<file path="config.mk">
export PLATFORM = sky130hd
export DESIGN_NAME = rmbd_avg_div
export DESIGN_NICKNAME = d
export VERILOG_FILES = /design/src/hdl/rmbd_pkg.sv /design/src/hdl/rmbd_avg_div.sv
export SDC_FILE = /design/constraint.sdc
export NUM_CORES = 1
export LEC_CHECK = 0
export BUFFER_PORTS_ARGS = -buffer_cell sky130_fd_sc_hd__buf_2
export CAP_MARGIN = 10
export CORE_ASPECT_RATIO = 0.5
export CORE_MARGIN = 2
export CORE_UTILIZATION = 60
export DETAILED_ROUTE_END_ITERATION = 8
export PLACE_DENSITY = 0.81
export SLEW_MARGIN = 20
export SYNTH_ARGS = -nofsm -noshare
export SYNTH_HDL_FRONTEND = slang
export SYNTH_SLANG_ARGS = --single-unit
</file>
<file path="constraint.sdc">
create_clock -name clk -period 11 [get_ports clk]
set_input_delay 3.3 -clock clk [delete_from_list [all_inputs] [get_ports clk]]
set_output_delay 3.3 -clock clk [all_outputs]
set_load 0.01 [all_outputs]
</file>
<file path="src/hdl/rmbd_pkg.sv">
package rmbd_pkg;

  localparam int MAX_DIM_DEF = 128;

  localparam int CFG_W   = 8;
  localparam int COORD_W = 7;
  localparam int CH_W    = 8;
  localparam int NUM_CH  = 4;
  localparam int CNT_W   = 4;
  // 9 samples of 255 plus the rounding half still fit in 12 bits
  localparam int SUM_W   = 12;
  localparam int RCP_W   = 17;
  localparam int RCP_SH  = 16;
  localparam int PROD_W  = SUM_W + RCP_W;

  localparam logic [CFG_W-1:0] SIZE_RESET = 8'd128;

  localparam logic OP_WRITE   = 1'b0;
  localparam logic OP_COMPUTE = 1'b1;

  localparam logic CFG_SRC_WIDTH  = 1'b0;
  localparam logic CFG_SRC_HEIGHT = 1'b1;

  typedef struct packed {
    logic [CH_W-1:0] alpha;
    logic [CH_W-1:0] blue;
    logic [CH_W-1:0] green;
    logic [CH_W-1:0] red;
  } pixel_t;

  typedef logic [NUM_CH-1:0][SUM_W-1:0] ch_sums_t;

  typedef struct packed {
    logic               start;
    logic [COORD_W-1:0] pos_x;
    logic [COORD_W-1:0] pos_y;
    logic [CFG_W-1:0]   size_w;
    logic [CFG_W-1:0]   size_h;
  } scan_cmd_t;

  typedef struct packed {
    logic             done;
    logic             err;
    logic [CNT_W-1:0] count;
  } scan_stat_t;

  // ceil(2^16 / n); exact for every dividend below 2^12 and n up to 9
  function automatic logic [RCP_W-1:0] recip(input logic [CNT_W-1:0] n);
    logic [RCP_W-1:0] r;
    unique case (n)
      4'd1:    r = 17'd65536;
      4'd2:    r = 17'd32768;
      4'd3:    r = 17'd21846;
      4'd4:    r = 17'd16384;
      4'd5:    r = 17'd13108;
      4'd6:    r = 17'd10923;
      4'd7:    r = 17'd9363;
      4'd8:    r = 17'd8192;
      4'd9:    r = 17'd7282;
      default: r = '0;
    endcase
    return r;
  endfunction

endpackage

</file>
<file path="src/hdl/rmbd_avg_div.sv">
module rmbd_avg_div (
  input  logic                 clk,
  input  logic                 rst_n,
  input  rmbd_pkg::scan_stat_t acc,
  input  rmbd_pkg::ch_sums_t   sums,
  output rmbd_pkg::scan_stat_t res,
  output rmbd_pkg::pixel_t     avg
);
  localparam int CH_IW = $clog2(rmbd_pkg::NUM_CH + 1);

  logic                          busy_r, done_r, err_r;
  logic [CH_IW-1:0]              ch_r;
  logic [rmbd_pkg::CNT_W-1:0]    n_r;
  rmbd_pkg::ch_sums_t            sums_r;
  logic [rmbd_pkg::PROD_W-1:0]   prod_r;
  logic [rmbd_pkg::NUM_CH-1:0][rmbd_pkg::CH_W-1:0] q_r;

  logic [rmbd_pkg::SUM_W-1:0]    operand;
  logic [1:0]                    ch_sel, ch_prev;

  assign ch_sel  = ch_r[1:0];
  assign ch_prev = 2'(ch_r - CH_IW'(1));
  // round half up: (sum + n/2) / n, the division as a reciprocal multiply
  assign operand = sums_r[ch_sel] + rmbd_pkg::SUM_W'(n_r >> 1);

  always_ff @(posedge clk) begin
    if (!rst_n) begin
      busy_r <= 1'b0;
      done_r <= 1'b0;
    end else begin
      done_r <= busy_r && (ch_r == CH_IW'(rmbd_pkg::NUM_CH));
      if (acc.done) begin
        busy_r <= 1'b1;
      end else if (ch_r == CH_IW'(rmbd_pkg::NUM_CH)) begin
        busy_r <= 1'b0;
      end
    end
  end

  always_ff @(posedge clk) begin
    if (acc.done) begin
      ch_r   <= '0;
      n_r    <= acc.count;
      err_r  <= acc.err;
      sums_r <= sums;
    end else if (busy_r) begin
      ch_r <= ch_r + CH_IW'(1);
      if (ch_r < CH_IW'(rmbd_pkg::NUM_CH)) begin
        prod_r <= rmbd_pkg::PROD_W'(operand) * rmbd_pkg::PROD_W'(rmbd_pkg::recip(n_r));
      end
      if (ch_r != '0) begin
        q_r[ch_prev] <= prod_r[rmbd_pkg::RCP_SH +: rmbd_pkg::CH_W];
      end
    end
  end

  assign res.done  = done_r;
  assign res.err   = err_r;
  assign res.count = n_r;
  assign avg.red   = q_r[0];
  assign avg.green = q_r[1];
  assign avg.blue  = q_r[2];
  assign avg.alpha = q_r[3];
endmodule

</file>
==> qor.yml <==
status: "finished, final reports clean"
crit_buf_inv: 3
drc_errors: 0
wl_per_cell_um: 18.29
cp-end-kind: "register"
finalClockSkew_ns: 0.007963
place_area_mm2: 0.01019
cp_slowest_stage_delay_ns: 0.84
wl_um: 21050
startpoint_type: "register"
core.rowCount: 32
worstMarginPinSlew_ns: 1.016
rsz0062_at_grt: "false"
irDropWorstVdd_v: 0.0001702
reg2reg_depth: 23
ys_seq_area_share_pct: 33.45
finalHoldViolCount: 0
path_common_cell: "fa_1"
synthDominantCellAreaShare_pct: 29.78
grt_pass1_wl_um: 35480
via_per_inst: 5.473
synth_top_area_cell: "fa_1"
die_w_um: 182.4
layout_commonest_cell: "inv_1"
clkSlewWorstSetupHoldPaths_ns: 0.06
area.sequential_mm2: 0.003193
cts_tree: "done"
pin_count: 94
tns_ns: 0
die_h_um: 93.19
fin_crit_ns: 8.903
synth_area_mm2: 0.009545
drt-initial-drc-count: 495
cts_root_buf: "clkbuf_16"
final_cell_mix: "inv_1 (187), fa_1 (142), nand2_1 (141)"
ant_nets: 0
insertedDiodeCount: 0
cp_num_cells: 23
ys_warn_count: 0
slew_headroom_pct: 32.04
synth_edf_count: 93
critical_path_peak_fanout: 18
layout-drive-gt1-share_pct: 16.26
max_freq_mhz: 112.3
cp_top_family: "adder cells"
startpoint: "ch_r[1]"
cts_buffers: 17
reg2reg_from: "ch_r[1]"
fin_ws_ns: 2.097
synth.distinct_cells: 41
maxSlewViolCount: 0
grt_usage_pct: 27.80
cts_resized: 0
max-cap-violations: 0
layout.nets: 1188
portBuffers: 93
worstPathRequired_ns: 11.16
path_cells: "mux4_2 > ha_1 > fa_1 > a21oi_1 > nor4b_1 > xor2_1 > nand2_1 > fa_1 > fa_1 > inv_1 > fa_1 > fa_1 > inv_1 > fa_1 > inv_1 > ha_1 > and3_1 > o21ai_0 > o211ai_1 > a221oi_2 > o211ai_1 > o31ai_1 > xnor3_1"
dr.pass1.iters: 5
fin_crit_sh_pct: 80.94
initial_core_util_pct: 61.60
h-tree-depth: 4
synth.avg_cell_area_um2: 11.26
fillers: 1035
setup_viol: 0
cts_buffer_depth: 2
critPathKind: "register to register"
slowest_stage: "dfxtp_1"
netlist_instances: 848
power_density_mw_per_mm2: 191.3
regToRegSetupSlack_ns: 2.10
cts_sinks: 113
dp_worst_setup_slack_ns: 2.146
cts_hold_buffers: 0
final_area_mm2: 0.01082
die_area_mm2: 0.01700
grt_max_degree: 38
p_leak_uw: 0.005118
grt_pass1_vias: 7064
vias: 6299
ys_ff_latch: 113
synth_top_flop_cell: "edfxtp_1"
r2r-end: "prod_r[23]"
post_cts_buffers: 0
insertion_delay_ns: 0.42
hold_class: "register to register"
async_flop_share_pct: 0
core_area_mm2: 0.01549
gp_congestion: 0.9108
worstSetupEndpoint: "prod_r[23]"
syn_to_final_growth_pct: 13.38
synth_area_leaders: "fa_1 (30%), edfxtp_1 (29%), inv_1 (7.4%), ha_1 (7.2%), nand2_1 (5.5%)"
dp_hpwl_um: 15730
hold_slack_ns: 0.5181
antenna_found_initial: 0
syn_nets: 1101
multi_input_area_mm2: 0.005524
overflow: 0
critPathArrivalTime_ns: 9.06
layer usage:
layer  GRT usage (%)  vias up  share of wire, %
li1                -     2790                 -
met1           35.53     3177                41
met2           47.71      275                50
met3           5.724       57               6.6
met4           10.62        0               2.7
met5               0        -                 0
synth_stat cells, types with 5 or more instances:
cell type / count
a21o_1: 6
a21oi_1: 10
and2_1: 50
and3_1: 8
clkbuf_1: 25
dfxtp_1: 20
edfxtp_1: 93
fa_1: 142
ha_1: 55
inv_1: 187
mux2i_1: 8
mux4_2: 12
nand2_1: 141
nand3_1: 5
nor2_1: 11
o21ai_0: 9
xnor2_1: 16
xor2_1: 8
final cells by class:
cell class	instances	share of cell area [%]
clock buffer	17	3.931
tap	204	2.358
multi-input combinational	515	51.04
timing repair buffer	100	4.786
sequential	113	29.50
clock inverter	14	1.861
inverter	188	6.520
through the flow:
stage	power, µW	utilization (%)	cells
floorplan	1227	-	848
global placement	1420	65.71	1120
detailed placement	1474	65.75	1120
CTS	2078	69.80	1151
global route	2243	69.85	1151
finish	2071	69.85	1151
cells by family after synthesis:
group	synth area share (%)
AOI/OAI and AO/OA	2.412
xor gates and xnor gates	2.674
adders and majority gates	36.99
buffers and inverters	8.835
DFF	33.45
muxes	4.024
and+or+nand+nor	11.61
power breakdown:
group	internal, µW	switching (µW)
combinational	368	546
clock	381	207
sequential	528	40.9
total	1280	794
worst min-delay path by stage:
stage,from,to,cells after the start
2_1_floorplan,prod_r[16],avg[0],0
3_3_place_gp,prod_r[18],avg[10],0
3_5_place_dp,prod_r[20],avg[20],0
4_1_cts,prod_r[23],avg[31],0
5_1_grt,prod_r[20],avg[4],0
6_report,prod_r[23],avg[15],0
(Power assumes the default switching activity.)
