$ cat src/hdl/rmbd_pkg.sv
package rmbd_pkg;

  localparam int MAX_DIM_DEF = 128;

  localparam int CFG_W   = 8;
  localparam int COORD_W = 7;
  localparam int CH_W    = 8;
  localparam int NUM_CH  = 4;
  localparam int CNT_W   = 4;
  // 9 samples of 255 plus the rounding half still fit in 12 bits
  localparam int SUM_W   = 12;
  localparam int RCP_W   = 17;
  localparam int RCP_SH  = 16;
  localparam int PROD_W  = SUM_W + RCP_W;

  localparam logic [CFG_W-1:0] SIZE_RESET = 8'd128;

  localparam logic OP_WRITE   = 1'b0;
  localparam logic OP_COMPUTE = 1'b1;

  localparam logic CFG_SRC_WIDTH  = 1'b0;
  localparam logic CFG_SRC_HEIGHT = 1'b1;

  typedef struct packed {
    logic [CH_W-1:0] alpha;
    logic [CH_W-1:0] blue;
    logic [CH_W-1:0] green;
    logic [CH_W-1:0] red;
  } pixel_t;

  typedef logic [NUM_CH-1:0][SUM_W-1:0] ch_sums_t;

  typedef struct packed {
    logic               start;
    logic [COORD_W-1:0] pos_x;
    logic [COORD_W-1:0] pos_y;
    logic [CFG_W-1:0]   size_w;
    logic [CFG_W-1:0]   size_h;
  } scan_cmd_t;

  typedef struct packed {
    logic             done;
    logic             err;
    logic [CNT_W-1:0] count;
  } scan_stat_t;

  // ceil(2^16 / n); exact for every dividend below 2^12 and n up to 9
  function automatic logic [RCP_W-1:0] recip(input logic [CNT_W-1:0] n);
    logic [RCP_W-1:0] r;
    unique case (n)
      4'd1:    r = 17'd65536;
      4'd2:    r = 17'd32768;
      4'd3:    r = 17'd21846;
      4'd4:    r = 17'd16384;
      4'd5:    r = 17'd13108;
      4'd6:    r = 17'd10923;
      4'd7:    r = 17'd9363;
      4'd8:    r = 17'd8192;
      4'd9:    r = 17'd7282;
      default: r = '0;
    endcase
    return r;
  endfunction

endpackage

$ cat src/hdl/rmbd_footprint_scan.sv
module rmbd_footprint_scan #(
  parameter  int MAX_DIM = rmbd_pkg::MAX_DIM_DEF,
  localparam int DEPTH   = MAX_DIM * MAX_DIM,
  localparam int AW      = (DEPTH > 1) ? $clog2(DEPTH) : 1
) (
  input  logic                 clk,
  input  logic                 rst_n,
  input  rmbd_pkg::scan_cmd_t  cmd,
  output logic                 rd_en,
  output logic [AW-1:0]        rd_addr,
  input  rmbd_pkg::pixel_t     rd_data,
  output rmbd_pkg::scan_stat_t stat,
  output rmbd_pkg::ch_sums_t   sums
);
  localparam int SW    = rmbd_pkg::CFG_W;

  logic [SW-1:0] nw, nh;
  logic          err;
  logic [1:0]    nx, ny;

  logic [SW-1:0] x0_r, y0_r;
  logic [1:0]    nx_r, ny_r, cx_r, cy_r;
  logic          scanning_r, rvalid_r, last_r, done_r, err_r;
  logic [rmbd_pkg::CNT_W-1:0] count_r;
  rmbd_pkg::ch_sums_t sums_r;

  logic          last_rd;
  logic [SW-1:0] row, col;
  logic [31:0]   addr_full;

  // next level size is max(size/2, 1)
  assign nw  = (cmd.size_w[SW-1:1] == '0) ? SW'(1) : {1'b0, cmd.size_w[SW-1:1]};
  assign nh  = (cmd.size_h[SW-1:1] == '0) ? SW'(1) : {1'b0, cmd.size_h[SW-1:1]};
  assign err = (SW'(cmd.pos_x) >= nw) || (SW'(cmd.pos_y) >= nh);

  // footprint starts at 2d; odd sizes widen the last footprint to three
  always_comb begin
    if (cmd.size_w == SW'(1)) begin
      nx = 2'd1;
    end else if (cmd.size_w[0] && (SW'(cmd.pos_x) + SW'(1) == nw)) begin
      nx = 2'd3;
    end else begin
      nx = 2'd2;
    end
    if (cmd.size_h == SW'(1)) begin
      ny = 2'd1;
    end else if (cmd.size_h[0] && (SW'(cmd.pos_y) + SW'(1) == nh)) begin
      ny = 2'd3;
    end else begin
      ny = 2'd2;
    end
  end

  assign last_rd   = (cx_r == nx_r - 2'd1) && (cy_r == ny_r - 2'd1);
  assign row       = y0_r + SW'(cy_r);
  assign col       = x0_r + SW'(cx_r);
  assign addr_full = 32'(row) * 32'(MAX_DIM) + 32'(col);
  assign rd_addr   = addr_full[AW-1:0];
  assign rd_en     = scanning_r;

  always_ff @(posedge clk) begin
    if (!rst_n) begin
      scanning_r <= 1'b0;
      rvalid_r   <= 1'b0;
      last_r     <= 1'b0;
      done_r     <= 1'b0;
    end else begin
      rvalid_r <= scanning_r;
      last_r   <= scanning_r && last_rd;
      done_r   <= (cmd.start && err) || (rvalid_r && last_r);
      if (cmd.start) begin
        scanning_r <= !err;
      end else if (scanning_r && last_rd) begin
        scanning_r <= 1'b0;
      end
    end
  end

  always_ff @(posedge clk) begin
    if (cmd.start) begin
      x0_r    <= {cmd.pos_x, 1'b0};
      y0_r    <= {cmd.pos_y, 1'b0};
      nx_r    <= nx;
      ny_r    <= ny;
      cx_r    <= 2'd0;
      cy_r    <= 2'd0;
      err_r   <= err;
      count_r <= '0;
      sums_r  <= '0;
    end else begin
      if (scanning_r) begin
        if (cx_r == nx_r - 2'd1) begin
          cx_r <= 2'd0;
          cy_r <= cy_r + 2'd1;
        end else begin
          cx_r <= cx_r + 2'd1;
        end
      end
      if (rvalid_r) begin
        count_r   <= count_r + rmbd_pkg::CNT_W'(1);
        sums_r[0] <= sums_r[0] + rmbd_pkg::SUM_W'(rd_data.red);
        sums_r[1] <= sums_r[1] + rmbd_pkg::SUM_W'(rd_data.green);
        sums_r[2] <= sums_r[2] + rmbd_pkg::SUM_W'(rd_data.blue);
        sums_r[3] <= sums_r[3] + rmbd_pkg::SUM_W'(rd_data.alpha);
      end
    end
  end

  assign stat.done  = done_r;
  assign stat.err   = err_r;
  assign stat.count = count_r;
  assign sums       = sums_r;
endmodule

$ cat config.mk
export PLATFORM = sky130hd
export DESIGN_NAME = rmbd_footprint_scan
export DESIGN_NICKNAME = d
export VERILOG_FILES = /design/src/hdl/rmbd_pkg.sv /design/src/hdl/rmbd_footprint_scan.sv
export SDC_FILE = /design/constraint.sdc
export NUM_CORES = 1
export LEC_CHECK = 0
export BUFFER_PORTS_ARGS = -buffer_cell sky130_fd_sc_hd__buf_2
export CAP_MARGIN = 10
export CORE_MARGIN = 4
export CORE_UTILIZATION = 49
export CTS_CLUSTER_SIZE = 16
export DETAILED_ROUTE_END_ITERATION = 10
export GPL_TIMING_DRIVEN = 1
export PLACE_DENSITY = 0.84
export SETUP_SLACK_MARGIN = 0.2
export SLEW_MARGIN = 40
export SYNTH_ARGS = -nofsm -noshare
export SYNTH_HDL_FRONTEND = slang
export SYNTH_SLANG_ARGS = --single-unit
$ cat constraint.sdc
create_clock -name clk -period 2.2 [get_ports clk]
set_input_delay 0.33 -clock clk [delete_from_list [all_inputs] [get_ports clk]]
set_output_delay 0.33 -clock clk [all_outputs]
set_load 0.01 [all_outputs]
==> flow_summary.toml <==
[detailed_routing]
via_per_inst = 5.59
first_pass_iters = 4
wire_per_inst_um = 15.6
vias = 5061
drtAntennaViolNets = 0
drtIter0Drc = 345
drc = 0
routed_wl_um = 14100

[yosys]
ys_seq_area_frac = 0.322
ys_seq_elements = 78
async_flop_share = 0
synth_area_leaders = "dfxtp_1 22%, ha_1 13%, edfxtp_1 10%"
synth_top_area_frac = 0.222
synth.distinct_cells = 57
synthFlopType = "dfxtp_1"
yosys_warnings = 0
synth_cells = 600
synth-edff-count = 18
synth_top_cell_by_area = "dfxtp_1"
synth.avg_cell_area_um2 = 9.03
netlist_area_um2 = 5420
synth_fp_nets = 724

[layout]
final_common_cell = "buf_2"
final_design_area_no_fill_um2 = 7000
layout_common_cells = "131 x buf_2, 51 x dfxtp_1, 50 x nor2_1"
final_cells = 905
fill_cells = 854
area_growth_pct = 29.3
fin_nets = 884
final_layout_size_suffix_gt1_frac = 0.346
multi_input_area_um2 = 3760
antenna_cells = 0
final-seq-area_um2 = 1750

[worst_setup_path]
slowest_delay_ns = 0.42
slowest_stage = "edfxtp_1"
cp_max_fo = 3
cpMostUsedCell = "ha_4"
worst_setup_path_end_kind = "primary output"
r2r_slack_ns = 0.23
crit_required_ns = 1.87
r2r-end = "sums[20]"
crit_type = "reg -> out"
start_kind = "flop"
arrival_ns = 2.36
path_cells = "ha_4 > ha_4 > nand3_4 > xnor2_2 > ha_4 > ha_4 > nand2_4 > mux2i_1 > o22ai_1 > xor2_1 > buf_2"
r2r_cells = 8
worst_r2r_startpoint = "sums[12]"

[floorplanning]
io_pins = 134
rows = 38
dieHeight_um = 113
dieArea_um2 = 12800
die_w_um = 113
core_area_um2 = 10800
start_util = 0.500

[timing]
hold_violations = 0
fmax_ghz = 0.371
whs_ns = 0.214
setup_viol_count_final = 5
max_slew_margin = 0.600
rsz0062_at_grt = "yes"
timing.final.max_slew_violations = 0
fin_crit_ns = 2.69
fin_crit_sh = 1.22
fin_worst_skew_ns = 0.00759
setup_slack_ns = -0.493
max_slew.worst_pin.slew_ns = 0.600

[clocking]
clock_latency_ns = 0.36
ctsHoldBuffers = 0
cts-root-buf = "clkbuf_8"
path_clk_slew_ns = 0.07
cts_buffers = 9
h-tree-depth = 3
cts_max_path_buffers = 2
cts_tree = "done"
clock-sinks = 78

[pwr]
power_density_nw_per_um2 = 483
p_leak_nw = 3.17
ir_drop_v = 0.000304

[global_route]
antenna_found_initial = 0
grt_pass1_vias = 4933
overflow = 0
grt_max_degree = 70
track_usage = 0.212
grt_pass1_wl_um = 22500

[placed_design]
placed_area_um2 = 6380
hpwl_um = 10300
globalplace.congestion = 0.882
io_buffers = 133
dp_cells = 871

[status]
violations = "setup timing"
outcome = "finished, violations left"

[min_path]
hold_class = "in -> reg"
whs_path_depth = 1
min_to = "x0_r[7]"
hold_start = "cmd[29]"

[job]
drv_cap = 0
Yosys cell counts, types with 3 or more instances:
cell	number
fa_1	4
edfxtp_1	18
o211ai_2	3
nand4b_1	3
nor3_1	6
buf_2	7
o21ai_1	4
nor4_1	6
a21oi_1	43
nor2b_1	21
and2_1	5
inv_1	32
dfxtp_1	60
and3_1	16
xnor2_1	24
a211oi_1	8
xor2_1	16
a311o_1	7
o21a_1	4
a211oi_2	5
nand3_1	28
or3_1	7
nand4_1	10
buf_4	3
nand2_1	36
buf_1	3
o21ai_0	9
mux2i_1	18
nand2b_1	9
o211ai_1	6
ha_1	55
and2b_1	3
a31oi_1	3
nor2_1	50
clkbuf_1	8
and4_1	6
a221o_1	3
a21o_1	13
mux2_1	12
o21ai_2	4
final cells by class:
| type | instances | area share |
|---|---|---|
| repair buffers | 170 | 0.140 |
| multi-input cells | 467 | 0.538 |
| well taps | 140 | 0.0250 |
| inverters | 34 | 0.0182 |
| clock inverters | 4 | 0.00643 |
| clock buffers | 12 | 0.0222 |
| flip-flops and latches | 78 | 0.250 |
worst max-delay path, delay by kind of cell, from the launching register on:
family	cells	cell delay, ns
simple gates	2	0.13
mux	1	0.12
compound gates	1	0.22
fa+ha+maj	4	0.69
buf+inv	1	0.14
flops	1	0.42
xor+xnor	2	0.28
how the worst max path moves through the flow:
stage | from | to
floorplan | cx_r[1] | rd_addr[11]
global placement | x0_r[1] | rd_addr[11]
detailed placement | x0_r[1] | rd_addr[11]
CTS | x0_r[1] | rd_addr[11]
global route | x0_r[1] | rd_addr[11]
finish | x0_r[1] | rd_addr[11]
power breakdown:
part           internal (mW)  total [mW]  switching [mW]
logic                  0.316       0.707           0.391
registers               1.52        1.57          0.0503
clock network          0.579        1.10           0.523
total                   2.42        3.38           0.965
logic make-up (layout without fill, tap and decap cells):
group | count (synthesis) | after routing | share of synthesized area
compound gates | 125 | 125 | 0.163
mux | 31 | 31 | 0.0610
fa+ha+maj | 59 | 59 | 0.142
xor+xnor | 40 | 40 | 0.0647
simple gates | 212 | 212 | 0.206
buf+inv | 55 | 220 | 0.0418
flops | 78 | 78 | 0.322
sequential cells by signal (all words and copies together) (netlist names):
signal    count
count_r       4
cx_r          2
cy_r          2
done_r        1
err_r         1
last_r        1
nx_r          2
ny_r          2
rd_en         1
rvalid_r      1
sums         48
x0_r          7
y0_r          6
metal layers:
layer / share of wire / vias up / global-route usage
li1: - / 2502 / -
met1: 0.40 / 2370 / 0.238
met2: 0.51 / 165 / 0.383
met3: 0.073 / 24 / 0.0679
met4: 0.018 / 0 / 0.0649
met5: 0 / - / 0
through the flow:
stage	setup WS [ns]	power, mW	util	setup TNS [ns]
floorplan	0.0231	2.00	-	0
global placement	-0.102	2.21	0.589	-0.152
detailed placement	-0.127	2.25	0.589	-0.348
CTS	-0.525	3.35	0.626	-2.00
global route	-0.654	3.54	0.646	-2.53
finish	-0.493	3.38	0.646	-1.92
timing repair:
item	in CTS	in global routing
setup endpoints to repair	19	23
pin swaps	23	31
buffers inserted	11	7
gates resized for setup	29	35
Power figures use the tool's default switching activity.
